--- config.mk ---
export PLATFORM = sky130hd
export DESIGN_NAME = text_view_byte_filter_unit
export DESIGN_NICKNAME = d
export VERILOG_FILES = /design/src/tvbf_pkg.sv /design/src/tvbf_front.sv /design/src/tvbf_queue.sv /design/src/tvbf_back.sv /design/src/text_view_byte_filter_unit.sv
export SDC_FILE = /design/constraint.sdc
export NUM_CORES = 1
export LEC_CHECK = 0
export ABC_AREA = 1
export BUFFER_PORTS_ARGS = -buffer_cell sky130_fd_sc_hd__clkbuf_2
export CAP_MARGIN = 5
export CORE_ASPECT_RATIO = 1.75
export CORE_MARGIN = 3
export CORE_UTILIZATION = 55
export CTS_CLUSTER_DIAMETER = 80
export DETAILED_ROUTE_END_ITERATION = 8
export GPL_ROUTABILITY_DRIVEN = 0
export PLACE_DENSITY = 0.76
export SETUP_SLACK_MARGIN = 0.05
export SKIP_CTS_REPAIR_TIMING = 1
export SLEW_MARGIN = 20
export SYNTH_ARGS = -nofsm -noshare
export SYNTH_HDL_FRONTEND = slang
export SYNTH_SLANG_ARGS = --single-unit
--- constraint.sdc ---
create_clock -name clock -period 8.5 [get_ports clock]
set_input_delay 1.7 -clock clock [delete_from_list [all_inputs] [get_ports clock]]
set_output_delay 1.7 -clock clock [all_outputs]
set_load 0.03 [all_outputs]
--- src/tvbf_pkg.sv ---
// tvbf_pkg: shared constants, types and character codes for the text view byte filter
// used by every module of the filter; depends on nothing

package tvbf_pkg;

   // line counter: BCD digits
   localparam int LINE_DIGITS = 10;
   localparam int CNT_W       = 4 * LINE_DIGITS;
   localparam int DIG_IDX_W   = $clog2(LINE_DIGITS);
   localparam int SIG_W       = $clog2(LINE_DIGITS + 1);

   // run layout
   localparam int NUM_PAD     = 6;
   localparam int MAX_RUN     = 15;
   localparam int TAIL_MAX    = 4;
   localparam int TAIL_IDX_W  = $clog2(TAIL_MAX);
   localparam int TAIL_LEN_W  = $clog2(TAIL_MAX + 1);
   localparam int NUM_LEN_MAX = ((LINE_DIGITS > NUM_PAD) ? LINE_DIGITS : NUM_PAD) + 1;
   localparam int POS_W       = $clog2(NUM_LEN_MAX + TAIL_MAX + 1);

   // queue between front and back
   localparam int QUEUE_DEPTH = 4;
   localparam int QPTR_W      = $clog2(QUEUE_DEPTH);
   localparam int QCNT_W      = $clog2(QUEUE_DEPTH + 1);

   // register indexes
   localparam int CSR_IDX_W = 3;
   localparam logic [CSR_IDX_W-1:0] CSR_NUMBER_NONBLANK  = 3'd0;
   localparam logic [CSR_IDX_W-1:0] CSR_NUMBER_ALL       = 3'd1;
   localparam logic [CSR_IDX_W-1:0] CSR_SQUEEZE_BLANK    = 3'd2;
   localparam logic [CSR_IDX_W-1:0] CSR_SHOW_ENDS        = 3'd3;
   localparam logic [CSR_IDX_W-1:0] CSR_SHOW_TABS        = 3'd4;
   localparam logic [CSR_IDX_W-1:0] CSR_SHOW_NONPRINTING = 3'd5;

   // character codes
   localparam logic [7:0] CH_TAB    = 8'd9;
   localparam logic [7:0] CH_NL     = 8'd10;
   localparam logic [7:0] CH_SPACE  = 8'd32;
   localparam logic [7:0] CH_DOLLAR = 8'd36;
   localparam logic [7:0] CH_DASH   = 8'd45;
   localparam logic [7:0] CH_ZERO   = 8'd48;
   localparam logic [7:0] CH_QMARK  = 8'd63;
   localparam logic [7:0] CH_I      = 8'd73;
   localparam logic [7:0] CH_M      = 8'd77;
   localparam logic [7:0] CH_CARET  = 8'd94;
   localparam logic [7:0] CH_DEL    = 8'd127;
   localparam logic [7:0] OFS_CTRL  = 8'd64;
   localparam logic [7:0] OFS_HIGH  = 8'd128;
   localparam logic [7:0] HIGH_CTRL_END = 8'd160;
   localparam logic [7:0] CTRL_END  = 8'd32;

   typedef struct packed {
      logic number_nonblank;
      logic number_all;
      logic squeeze_blank;
      logic show_ends;
      logic show_tabs;
      logic show_nonprinting;
   } cfg_type;

   // one classified word: line number snapshot and the bytes after it
   typedef struct packed {
      logic [CNT_W-1:0]               count;
      logic [POS_W-1:0]               pad_len;
      logic [POS_W-1:0]               num_len;
      logic [POS_W-1:0]               run_last;
      logic [TAIL_MAX-1:0][7:0]       tail;
   } entry_type;

endpackage

--- src/tvbf_front.sv ---
// tvbf_front: accepts input words, classifies them and keeps the line state
// depends on tvbf_pkg

module tvbf_front import tvbf_pkg::*; (
   input  logic      clock,
   input  logic      reset,
   input  cfg_type   cfg,
   input  logic      in_valid,
   output logic      in_ready,
   input  logic [7:0] in_byte,
   input  logic      queue_full,
   output logic      push,
   output entry_type push_entry
);

   logic             prev_nl_ff, prev_nl_in;
   logic             blank_ff, blank_in;
   logic [CNT_W-1:0] count_ff, count_in;

   logic             accept;
   logic             is_nl;
   logic             squeezed;
   logic             numbered;
   logic [3:0]       digits [LINE_DIGITS];
   logic [SIG_W-1:0] sig;
   logic [TAIL_MAX-1:0][7:0] tail;
   logic [TAIL_LEN_W-1:0]    tail_len;
   logic [POS_W-1:0] num_w;
   logic [POS_W-1:0] num_len;
   logic [POS_W-1:0] total;
   logic [POS_W-1:0] capped;
   logic [LINE_DIGITS:0] carry;
   logic             all_nines;

   // handshake
   assign in_ready = !queue_full && !reset;
   assign accept   = in_valid && in_ready;

   // classification
   assign is_nl    = (in_byte == CH_NL);
   assign squeezed = cfg.squeeze_blank && blank_ff && is_nl;
   assign numbered = prev_nl_ff &&
                     (cfg.number_nonblank ? !is_nl : (cfg.number_all && !squeezed));

   // digit view and significant digit count
   always_comb begin
      sig = SIG_W'(1);
      for (int i = 0; i < LINE_DIGITS; i++) begin
         digits[i] = count_ff[4*i +: 4];
         if (count_ff[4*i +: 4] != 4'd0) begin
            sig = SIG_W'(i + 1);
         end
      end
   end

   // bytes that follow the line number
   always_comb begin
      tail     = '0;
      tail_len = '0;
      if (squeezed) begin
         tail_len = '0;
      end else if (cfg.show_tabs && in_byte == CH_TAB) begin
         tail[0]  = CH_CARET;
         tail[1]  = CH_I;
         tail_len = TAIL_LEN_W'(2);
      end else if (cfg.show_nonprinting && in_byte != CH_TAB && !is_nl) begin
         if (in_byte >= HIGH_CTRL_END) begin
            tail[0]  = CH_M;
            tail[1]  = CH_DASH;
            tail[2]  = in_byte - OFS_HIGH;
            tail_len = TAIL_LEN_W'(3);
         end else if (in_byte >= OFS_HIGH) begin
            tail[0]  = CH_M;
            tail[1]  = CH_DASH;
            tail[2]  = CH_CARET;
            tail[3]  = in_byte - OFS_CTRL;
            tail_len = TAIL_LEN_W'(4);
         end else if (in_byte < CTRL_END) begin
            tail[0]  = CH_CARET;
            tail[1]  = in_byte + OFS_CTRL;
            tail_len = TAIL_LEN_W'(2);
         end else if (in_byte == CH_DEL) begin
            tail[0]  = CH_CARET;
            tail[1]  = CH_QMARK;
            tail_len = TAIL_LEN_W'(2);
         end else begin
            tail[0]  = in_byte;
            tail_len = TAIL_LEN_W'(1);
         end
      end else if (cfg.show_ends && is_nl) begin
         tail[0]  = CH_DOLLAR;
         tail[1]  = CH_NL;
         tail_len = TAIL_LEN_W'(2);
      end else begin
         tail[0]  = in_byte;
         tail_len = TAIL_LEN_W'(1);
      end
   end

   // run length, capped at the longest run
   always_comb begin
      num_w   = (POS_W'(sig) > POS_W'(NUM_PAD)) ? POS_W'(sig) : POS_W'(NUM_PAD);
      num_len = numbered ? (num_w + POS_W'(1)) : '0;
      total   = num_len + POS_W'(tail_len);
      capped  = (total > POS_W'(MAX_RUN)) ? POS_W'(MAX_RUN) : total;
   end

   // queue word
   always_comb begin
      push                = accept && (numbered || tail_len != '0);
      push_entry.count    = count_ff;
      push_entry.pad_len  = num_w - POS_W'(sig);
      push_entry.num_len  = num_len;
      push_entry.run_last = capped - POS_W'(1);
      push_entry.tail     = tail;
   end

   // bcd increment, holds at all nines
   always_comb begin
      carry[0]  = 1'b1;
      all_nines = 1'b1;
      for (int i = 0; i < LINE_DIGITS; i++) begin
         carry[i+1] = carry[i] && (digits[i] == 4'd9);
         if (digits[i] != 4'd9) begin
            all_nines = 1'b0;
         end
      end
      count_in = count_ff;
      if (accept && numbered && !all_nines) begin
         for (int i = 0; i < LINE_DIGITS; i++) begin
            if (carry[i]) begin
               count_in[4*i +: 4] = (digits[i] == 4'd9) ? 4'd0 : (digits[i] + 4'd1);
            end
         end
      end
   end

   // line state
   always_comb begin
      prev_nl_in = prev_nl_ff;
      blank_in   = blank_ff;
      if (accept) begin
         prev_nl_in = is_nl;
         blank_in   = prev_nl_ff && is_nl;
      end
   end

   always_ff @(posedge clock) begin
      if (reset) begin
         prev_nl_ff <= 1'b1;
         blank_ff   <= 1'b0;
         count_ff   <= CNT_W'(1);
      end else begin
         prev_nl_ff <= prev_nl_in;
         blank_ff   <= blank_in;
         count_ff   <= count_in;
      end
   end

endmodule

--- src/tvbf_queue.sv ---
// tvbf_queue: short fifo of classified words between front and back
// depends on tvbf_pkg

module tvbf_queue import tvbf_pkg::*; (
   input  logic      clock,
   input  logic      reset,
   input  logic      push,
   input  entry_type push_entry,
   input  logic      pop,
   output logic      head_valid,
   output entry_type head_entry,
   output logic      full
);

   entry_type         slot_ff [QUEUE_DEPTH];
   logic [QPTR_W-1:0] wr_ptr_ff, wr_ptr_in;
   logic [QPTR_W-1:0] rd_ptr_ff, rd_ptr_in;
   logic [QCNT_W-1:0] count_ff, count_in;
   logic              do_pop;

   assign head_valid = (count_ff != '0);
   assign full       = (count_ff == QCNT_W'(QUEUE_DEPTH));
   assign head_entry = slot_ff[rd_ptr_ff];
   assign do_pop     = pop && head_valid;

   // pointers and fill count
   always_comb begin
      wr_ptr_in = push ? (wr_ptr_ff + QPTR_W'(1)) : wr_ptr_ff;
      rd_ptr_in = do_pop ? (rd_ptr_ff + QPTR_W'(1)) : rd_ptr_ff;
      count_in  = count_ff + QCNT_W'(push) - QCNT_W'(do_pop);
   end

   always_ff @(posedge clock) begin
      if (reset) begin
         wr_ptr_ff <= '0;
         rd_ptr_ff <= '0;
         count_ff  <= '0;
      end else begin
         wr_ptr_ff <= wr_ptr_in;
         rd_ptr_ff <= rd_ptr_in;
         count_ff  <= count_in;
      end
   end

   // storage
   always_ff @(posedge clock) begin
      if (push) begin
         slot_ff[wr_ptr_ff] <= push_entry;
      end
   end

endmodule

--- src/tvbf_back.sv ---
// tvbf_back: walks each queued word byte by byte into the output register
// depends on tvbf_pkg

module tvbf_back import tvbf_pkg::*; (
   input  logic       clock,
   input  logic       reset,
   input  logic       head_valid,
   input  entry_type  head_entry,
   output logic       pop,
   output logic       out_valid,
   input  logic       out_ready,
   output logic [7:0] out_byte,
   output logic       out_last
);

   logic [POS_W-1:0] pos_ff, pos_in;
   logic             valid_ff, valid_in;
   logic [7:0]       byte_ff, byte_in;
   logic             last_ff, last_in;

   logic             advance;
   logic             at_last;
   logic [3:0]       digits [LINE_DIGITS];
   logic [POS_W-1:0] dig_pos;
   logic [POS_W-1:0] tail_pos;
   logic [7:0]       cur_byte;

   assign out_valid = valid_ff;
   assign out_byte  = byte_ff;
   assign out_last  = last_ff;

   assign advance = head_valid && (!valid_ff || out_ready);
   assign at_last = (pos_ff == head_entry.run_last);
   assign pop     = advance && at_last;

   // byte at the current position: pad, digits, tab, then the tail
   always_comb begin
      for (int i = 0; i < LINE_DIGITS; i++) begin
         digits[i] = head_entry.count[4*i +: 4];
      end
      dig_pos  = head_entry.num_len - POS_W'(2) - pos_ff;
      tail_pos = pos_ff - head_entry.num_len;
      if (pos_ff < head_entry.num_len) begin
         if (pos_ff < head_entry.pad_len) begin
            cur_byte = CH_SPACE;
         end else if (pos_ff == head_entry.num_len - POS_W'(1)) begin
            cur_byte = CH_TAB;
         end else begin
            cur_byte = CH_ZERO + {4'd0, digits[dig_pos[DIG_IDX_W-1:0]]};
         end
      end else begin
         cur_byte = head_entry.tail[tail_pos[TAIL_IDX_W-1:0]];
      end
   end

   // output register and run position
   always_comb begin
      pos_in   = pos_ff;
      valid_in = valid_ff;
      byte_in  = byte_ff;
      last_in  = last_ff;
      if (advance) begin
         valid_in = 1'b1;
         byte_in  = cur_byte;
         last_in  = at_last;
         pos_in   = at_last ? '0 : (pos_ff + POS_W'(1));
      end else if (out_ready) begin
         valid_in = 1'b0;
      end
   end

   always_ff @(posedge clock) begin
      if (reset) begin
         pos_ff   <= '0;
         valid_ff <= 1'b0;
      end else begin
         pos_ff   <= pos_in;
         valid_ff <= valid_in;
      end
   end

   always_ff @(posedge clock) begin
      byte_ff <= byte_in;
      last_ff <= last_in;
   end

endmodule

--- src/text_view_byte_filter_unit.sv ---
// text_view_byte_filter_unit: top level of the text view byte filter
// depends on tvbf_pkg, tvbf_front, tvbf_queue and tvbf_back

// Takes one text byte per req word and returns its display form as a run of
// rsp words, one byte each, with rsp_last_of_run set on the final byte of the
// run. Input bytes are taken at one per cycle while the four-deep queue between
// the classifier and the byte sequencer has room; the output side gives one
// byte per cycle while rsp_ready is high and a word is queued. A run has 1 to
// 15 bytes (a plain byte gives one, a numbered line start up to 11 more); a
// newline dropped by squeeze is taken with no output. The single output byte
// register sets the sustained rate. The first byte of a run passes through the
// queue and the output byte register. Registers are written through csr_we,
// csr_index and csr_wdata and should be changed only while the block is idle.

module text_view_byte_filter_unit import tvbf_pkg::*; (
   input  logic                 clock,
   input  logic                 reset,
   input  logic                 req_valid,
   output logic                 req_ready,
   input  logic [7:0]           req_data_byte,
   output logic                 rsp_valid,
   input  logic                 rsp_ready,
   output logic [7:0]           rsp_out_byte,
   output logic                 rsp_last_of_run,
   input  logic                 csr_we,
   input  logic [CSR_IDX_W-1:0] csr_index,
   input  logic                 csr_wdata
);

   cfg_type   cfg_ff, cfg_in;
   logic      push;
   logic      pop;
   logic      full;
   logic      head_valid;
   entry_type push_entry;
   entry_type head_entry;

   // configuration registers
   always_comb begin
      cfg_in = cfg_ff;
      if (csr_we) begin
         case (csr_index)
            CSR_NUMBER_NONBLANK:  cfg_in.number_nonblank  = csr_wdata;
            CSR_NUMBER_ALL:       cfg_in.number_all       = csr_wdata;
            CSR_SQUEEZE_BLANK:    cfg_in.squeeze_blank    = csr_wdata;
            CSR_SHOW_ENDS:        cfg_in.show_ends        = csr_wdata;
            CSR_SHOW_TABS:        cfg_in.show_tabs        = csr_wdata;
            CSR_SHOW_NONPRINTING: cfg_in.show_nonprinting = csr_wdata;
            default:              cfg_in = cfg_ff;
         endcase
      end
   end

   always_ff @(posedge clock) begin
      if (reset) begin
         cfg_ff <= '0;
      end else begin
         cfg_ff <= cfg_in;
      end
   end

   // classifier
   tvbf_front u_front (
      .clock      (clock),
      .reset      (reset),
      .cfg        (cfg_ff),
      .in_valid   (req_valid),
      .in_ready   (req_ready),
      .in_byte    (req_data_byte),
      .queue_full (full),
      .push       (push),
      .push_entry (push_entry)
   );

   // word queue
   tvbf_queue u_queue (
      .clock      (clock),
      .reset      (reset),
      .push       (push),
      .push_entry (push_entry),
      .pop        (pop),
      .head_valid (head_valid),
      .head_entry (head_entry),
      .full       (full)
   );

   // byte sequencer
   tvbf_back u_back (
      .clock      (clock),
      .reset      (reset),
      .head_valid (head_valid),
      .head_entry (head_entry),
      .pop        (pop),
      .out_valid  (rsp_valid),
      .out_ready  (rsp_ready),
      .out_byte   (rsp_out_byte),
      .out_last   (rsp_last_of_run)
   );

endmodule

After elaboration in Yosys (flattened, before gate mapping)
Memories as Yosys holds them, arrays and structs flattened. A register that Yosys moved wholly into a read port is not among the register bits.
Index checks and enable logic that the tools add are counted.

word-level totals
  word-level logic and storage cells = 226
  memories = 1
  flip-flop bits (word level) = 69
  memory bits (writable) = 336
  output and inout port bits = 11
  bits of input ports = 17

memory list
  name             depth  width  read ports  clocked after Yosys merged registers in  write ports  RTL line          source
  u_queue.slot_ff  4      84     1           1                                        1            tvbf_queue.sv:15  entry_type slot_ff [QUEUE_DEPTH];

operators by class
  reductions and logical operators = 61
  muxes and demuxes = 70
  bitwise gates (word level) = 1
  eq/ne operators = 32
  magnitude comparators = 9
  $add $sub $neg = 27

operators with widths
  operator             count
  $mux 16              7
  $mux 4               25
  $mux 8               7
  $add 4x1->4 const B  12
  $eq 4x4->1 const B   10
  $ne 4x4->1 const B   10
  $reduce_bool 4->1    9
  $mux 32              1
  $reduce_and 2->1     15
  $logic_and 1x1->1    25
  $mux 24              1
  $bmux 4 s4           1
  $bmux 8 s2           1
  $eq 8x4->1 const B   2
  $ge 8x8->1 const B   2
  $mux 1               15
  $mux 3               5
  $mux 2               6
  $eq 3x3->1 const B   3
  $add 8x7->8 const B  1
  $eq 4x4->1           2
  $eq 8x7->1 const B   1
  $lt 4x4->1           2
  $lt 8x6->1 const B   1
  25 further kinds     36

Logic depth before layout (Yosys ltp)
  word-level depth = 18
  mapped depth = 21
  depth with buffers taken out = 21

Modules after synthesis
A second synthesis with hierarchy kept.

unflattened totals
  cell total of the unflattened synthesis = 1744
  area, all modules = 18935.7 um2

by module, submodules not included
  module                      sequential area each (um2)  times used  cells an instance  area each (um2)
  tvbf_queue                  10269.8                     1           873                13539.2
  tvbf_front                  840.8                       1           549                3400.8
  tvbf_back                   370.4                       1           279                1701.6
  text_view_byte_filter_unit  120.1                       1           43                 294.0

Worst setup path after synthesis
Ideal clock, no wire load.

  path type = input -> register
  start = input port reset
  end = memory u_queue.slot_ff[0][0] (netlist name) (enable)
  setup time = 527 ps
  required time = 7973 ps
  buffers on the path = 1
  cell stages on the path = 6
  data arrival time = 6223 ps
  setup slack = 1750 ps
  cells stage by stage = buf_2 > a21oi_2 > nand2_1 > nor2_1 > inv_1 > nor2_1

on the way
  longest elaborated chain between the ends = 6

RTL lines
  item                          RTL line                          source
  start, declared               text_view_byte_filter_unit.sv:17  input logic reset,
  $logic_not 1->1               tvbf_front.sv:36                  assign in_ready = !queue_full && !reset;
  $logic_and 1x1->1             tvbf_front.sv:36
  via req_ready                 text_view_byte_filter_unit.sv:19  output logic req_ready,
  $logic_and 1x1->1             tvbf_front.sv:37                  assign accept = in_valid && in_ready;
  $logic_and 1x1->1             tvbf_front.sv:110                 push = accept && (numbered || tail_len != '0);
  via push                      text_view_byte_filter_unit.sv:31  logic push;
  $mux 1                        tvbf_queue.sv:47                  if (push) begin
  $mux 1 (not written as such)  tvbf_queue.sv:48                  slot_ff[wr_ptr_ff] <= push_entry;
  end, declared                 tvbf_queue.sv:15

The timed path passes the listed nets, and every way through them passes these cells.

Final worst setup path
  start = input port req_data_byte[6]
  end = memory u_queue.slot_ff[0][16] (netlist name) (enable)

on the way
  longest elaborated chain between the ends = 13
  elaborated cells between the ends (all ways) = 30
  classes of those cells = order compare: 3; eq/ne: 4; mux: 11; reduce/logical: 12

RTL lines
  item                                                                RTL line                          source
  start, declared                                                     text_view_byte_filter_unit.sv:20  input logic [7:0] req_data_byte,
  parallel branches: the longest is 9 deep, another holds $lt 8x6->1  -
  $logic_or 1x1->1 *                                                  tvbf_front.sv:110
  $logic_and 1x1->1 *                                                 tvbf_front.sv:110
  via push                                                            text_view_byte_filter_unit.sv:31
  $mux 1 *                                                            tvbf_queue.sv:47
  $mux 1 (not written as such) *                                      tvbf_queue.sv:48

Mark *: on every way through the listed nets, which the timed path passes.

==> impl_metrics.env <==
export IMPL_cts_root_buf="clkbuf_16"
export IMPL_tightest_slew_ps=1070
export IMPL_core_area_sq_mm=0.0324
export IMPL_fin_nets=1811
export IMPL_hpwlAfterDp_mm=28.3
export IMPL_wirelength_mm=44.7
export IMPL_seqPwrFrac=0.482
export IMPL_yosysUniqueCellTypes=49
export IMPL_wl_per_cell_microns=20.5
export IMPL_cts_buffers=34
export IMPL_cp_start_kind="input pin"
export IMPL_timing_final_crit_share=0.569
export IMPL_htreeDepth=2
export IMPL_clk_pin_slew_ps=70
export IMPL_area_growth_pct=8.12
export IMPL_dieArea_sq_mm=0.0353
export IMPL_cts_buffer_depth=3
export IMPL_grt_antenna_before_repair=0
export IMPL_synth_cells=1749
export IMPL_drt_initial_drc_count=1119
export IMPL_final_util=0.606
export IMPL_min_period_ps=4830
export IMPL_outcome="finished, final reports clean"
export IMPL_synth_top_cell_area_share=0.570
export IMPL_initial_core_util=0.560
export IMPL_p_switching_mw=1.45
export IMPL_pin_count=28
export IMPL_netlist_top_cells_area="edfxtp_1 (57%), nand2_1 (7.8%), dfxtp_1 (6.8%)"
export IMPL_grt_max_degree=97
export IMPL_worstSetupPathType="input pin to register"
export IMPL_gr_usage_all_layers=0.247
export IMPL_port_buffers=27
export IMPL_yosys_warnings=0
export IMPL_num_rows=87
export IMPL_power_density_mw_per_mm2=245
export IMPL_grt_remaining_overflow=0
export IMPL_combPwrFrac=0.206
export IMPL_tns_ps=0
export IMPL_synth_area_per_cell_sq_um=10.4
export IMPL_synth_ff_latch_count=407
export IMPL_synthArstFlopShare=0
export IMPL_vias_per_cell=5.99
export IMPL_drv_cap=0
export IMPL_syn_area_sq_mm=0.0182
export IMPL_numClockSinks=407
export IMPL_netlist_top_cells_count="nand2_1 (379), edfxtp_1 (345), nand3_1 (180), nor2_1 (155), inv_1 (134)"
export IMPL_clock_skew_ps=18.3
export IMPL_insertedDiodeCount=0
export IMPL_firstDrtPassIters=5
export IMPL_yosys_area_top_type="edfxtp_1"
export IMPL_grt_pass1_vias=12779
export IMPL_synth_edf_count=345
export IMPL_finalSetupViolations=0
export IMPL_finalMaxSlewViolations=0
export IMPL_num_vias=13073
export IMPL_p_int_mw=3.36
export IMPL_grt_pass1_wl_mm=67.5
export IMPL_cts_tree="yes"
export IMPL_endpoint_kind="register"
export IMPL_rsz0062_at_grt="no"
export IMPL_hold_depth=2
export IMPL_relSlewSlack=0.286
export IMPL_yosysMostFrequentCell="nand2_1"
export IMPL_die_width_microns=143
export IMPL_die_h_microns=246
export IMPL_hold_violations=0
export IMPL_drive_gt1_frac=0.0752
export IMPL_r2r_cells=10
export IMPL_pre_cts_slack_ps=3150
export IMPL_power_mw=4.81
export IMPL_peakVddDrop_uv=133
export IMPL_synth_main_ff_cell="edfxtp_1"
export IMPL_power_leakage_nw=7.29
export IMPL_clock_fmax_ghz=0.207
export IMPL_synth_seq_area_share=0.638
export IMPL_hold_path_class="register to register"
export IMPL_clock_latency_ps=510
export IMPL_arrival_ps=4980
export IMPL_cp_required_ps=8640
export IMPL_power_frac_clock=0.312
export IMPL_antenna_left=0
export IMPL_drc=0
export IMPL_p_sw_frac=0.301
export IMPL_worst_slack_ps=3670
export IMPL_crit_fanout=54
-- stage by stage --
stage,instances,hold slack (ps),instance area (sq um)
2_1_floorplan,1752,424,18200
3_3_place_gp,2122,438,18600
3_5_place_dp,2122,449,18600
4_1_cts,2182,459,19600
5_1_grt,2182,486,19600
6_report,2182,461,19600
-- sequential cells by signal, indices dropped and copies added, names as in the netlist, named ones only --
signal	count
u_back.out_byte	8
u_back.out_valid	1
u_queue.rd_ptr_ff	2
u_queue.wr_ptr_ff	2
u_front.blank_ff	1
u_front.prev_nl_ff	1
u_queue.slot_ff	336
u_back.out_last	1
cfg_ff	6
u_back.pos_ff	4
u_front.count_ff	40
u_queue.count_ff	3
-- final timing paths --
path	from	to	slack [ps]
setup / recovery	req_data_byte[6]	u_queue.slot_ff[0][16]	3670
hold / removal	cfg_ff[2]	cfg_ff[2]	460
setup reg to reg	register	u_back.out_byte[0]	3710
hold reg to reg	cfg_ff[2]	cfg_ff[2]	460
-- critical path: stages --
cell	delay (ps)
clkbuf_2	160
inv_1	130
ha_1	230
inv_1	100
nor3_2	70
nand2_1	170
nor3_4	100
nor2_1	320
inv_1	290
nor2_4	850
buf_4	810
-- per-layer routing --
metal	vias up	GRT usage	routed length, microns
met5	-	0	0
met4	0	0.149	2800
met3	160	0.0256	2200
met2	523	0.455	24000
met1	6304	0.267	15700
li1	6086	-	-
-- final cells by class --
cell class	count	area, sq um
fill	2532	12800
clock inverter	13	120
clock buffer	47	921
tap	400	500
multi-input combinational	1127	5700
timing repair buffer	42	248
inverter	146	551
sequential	407	11600
-- power groups by stage --
| stage | Sequential [mW] | Clock, mW | Combinational (mW) |
|---|---|---|---|
| after global placement | 2.36 | 0 | 0.938 |
| after CTS | 2.32 | 1.52 | 0.975 |
| final | 2.32 | 1.50 | 0.989 |
| after detailed placement | 2.36 | 0 | 0.964 |
| after global routing | 2.33 | 1.57 | 1.07 |
| after floorplan | 2.41 | 0 | 0.581 |
-- logic make-up (layout without fill, tap and decap cells) --
logic type | Yosys count | after routing | share of synthesized area
AOI/OAI and AO/OA | 292 | 292 | 0.0912
xor gates and xnor gates | 20 | 20 | 0.00964
adders and majority gates | 36 | 36 | 0.0264
buffers and inverters | 218 | 248 | 0.0501
DFF | 407 | 407 | 0.638
other | 1 | 4 | 0.000206
and+or+nand+nor | 775 | 775 | 0.184
-- placed cells by master (no fill, tap or decap), types with 27 or more instances in the layout --
cell / instances
a21oi_1: 87
clkbuf_16: 35
clkbuf_2: 27
dfxtp_1: 60
edfxtp_1: 345
ha_1: 32
inv_1: 134
nand2_1: 379
nand3_1: 180
nor2_1: 151
o21ai_0: 133
Power figures use the tool's default switching activity.
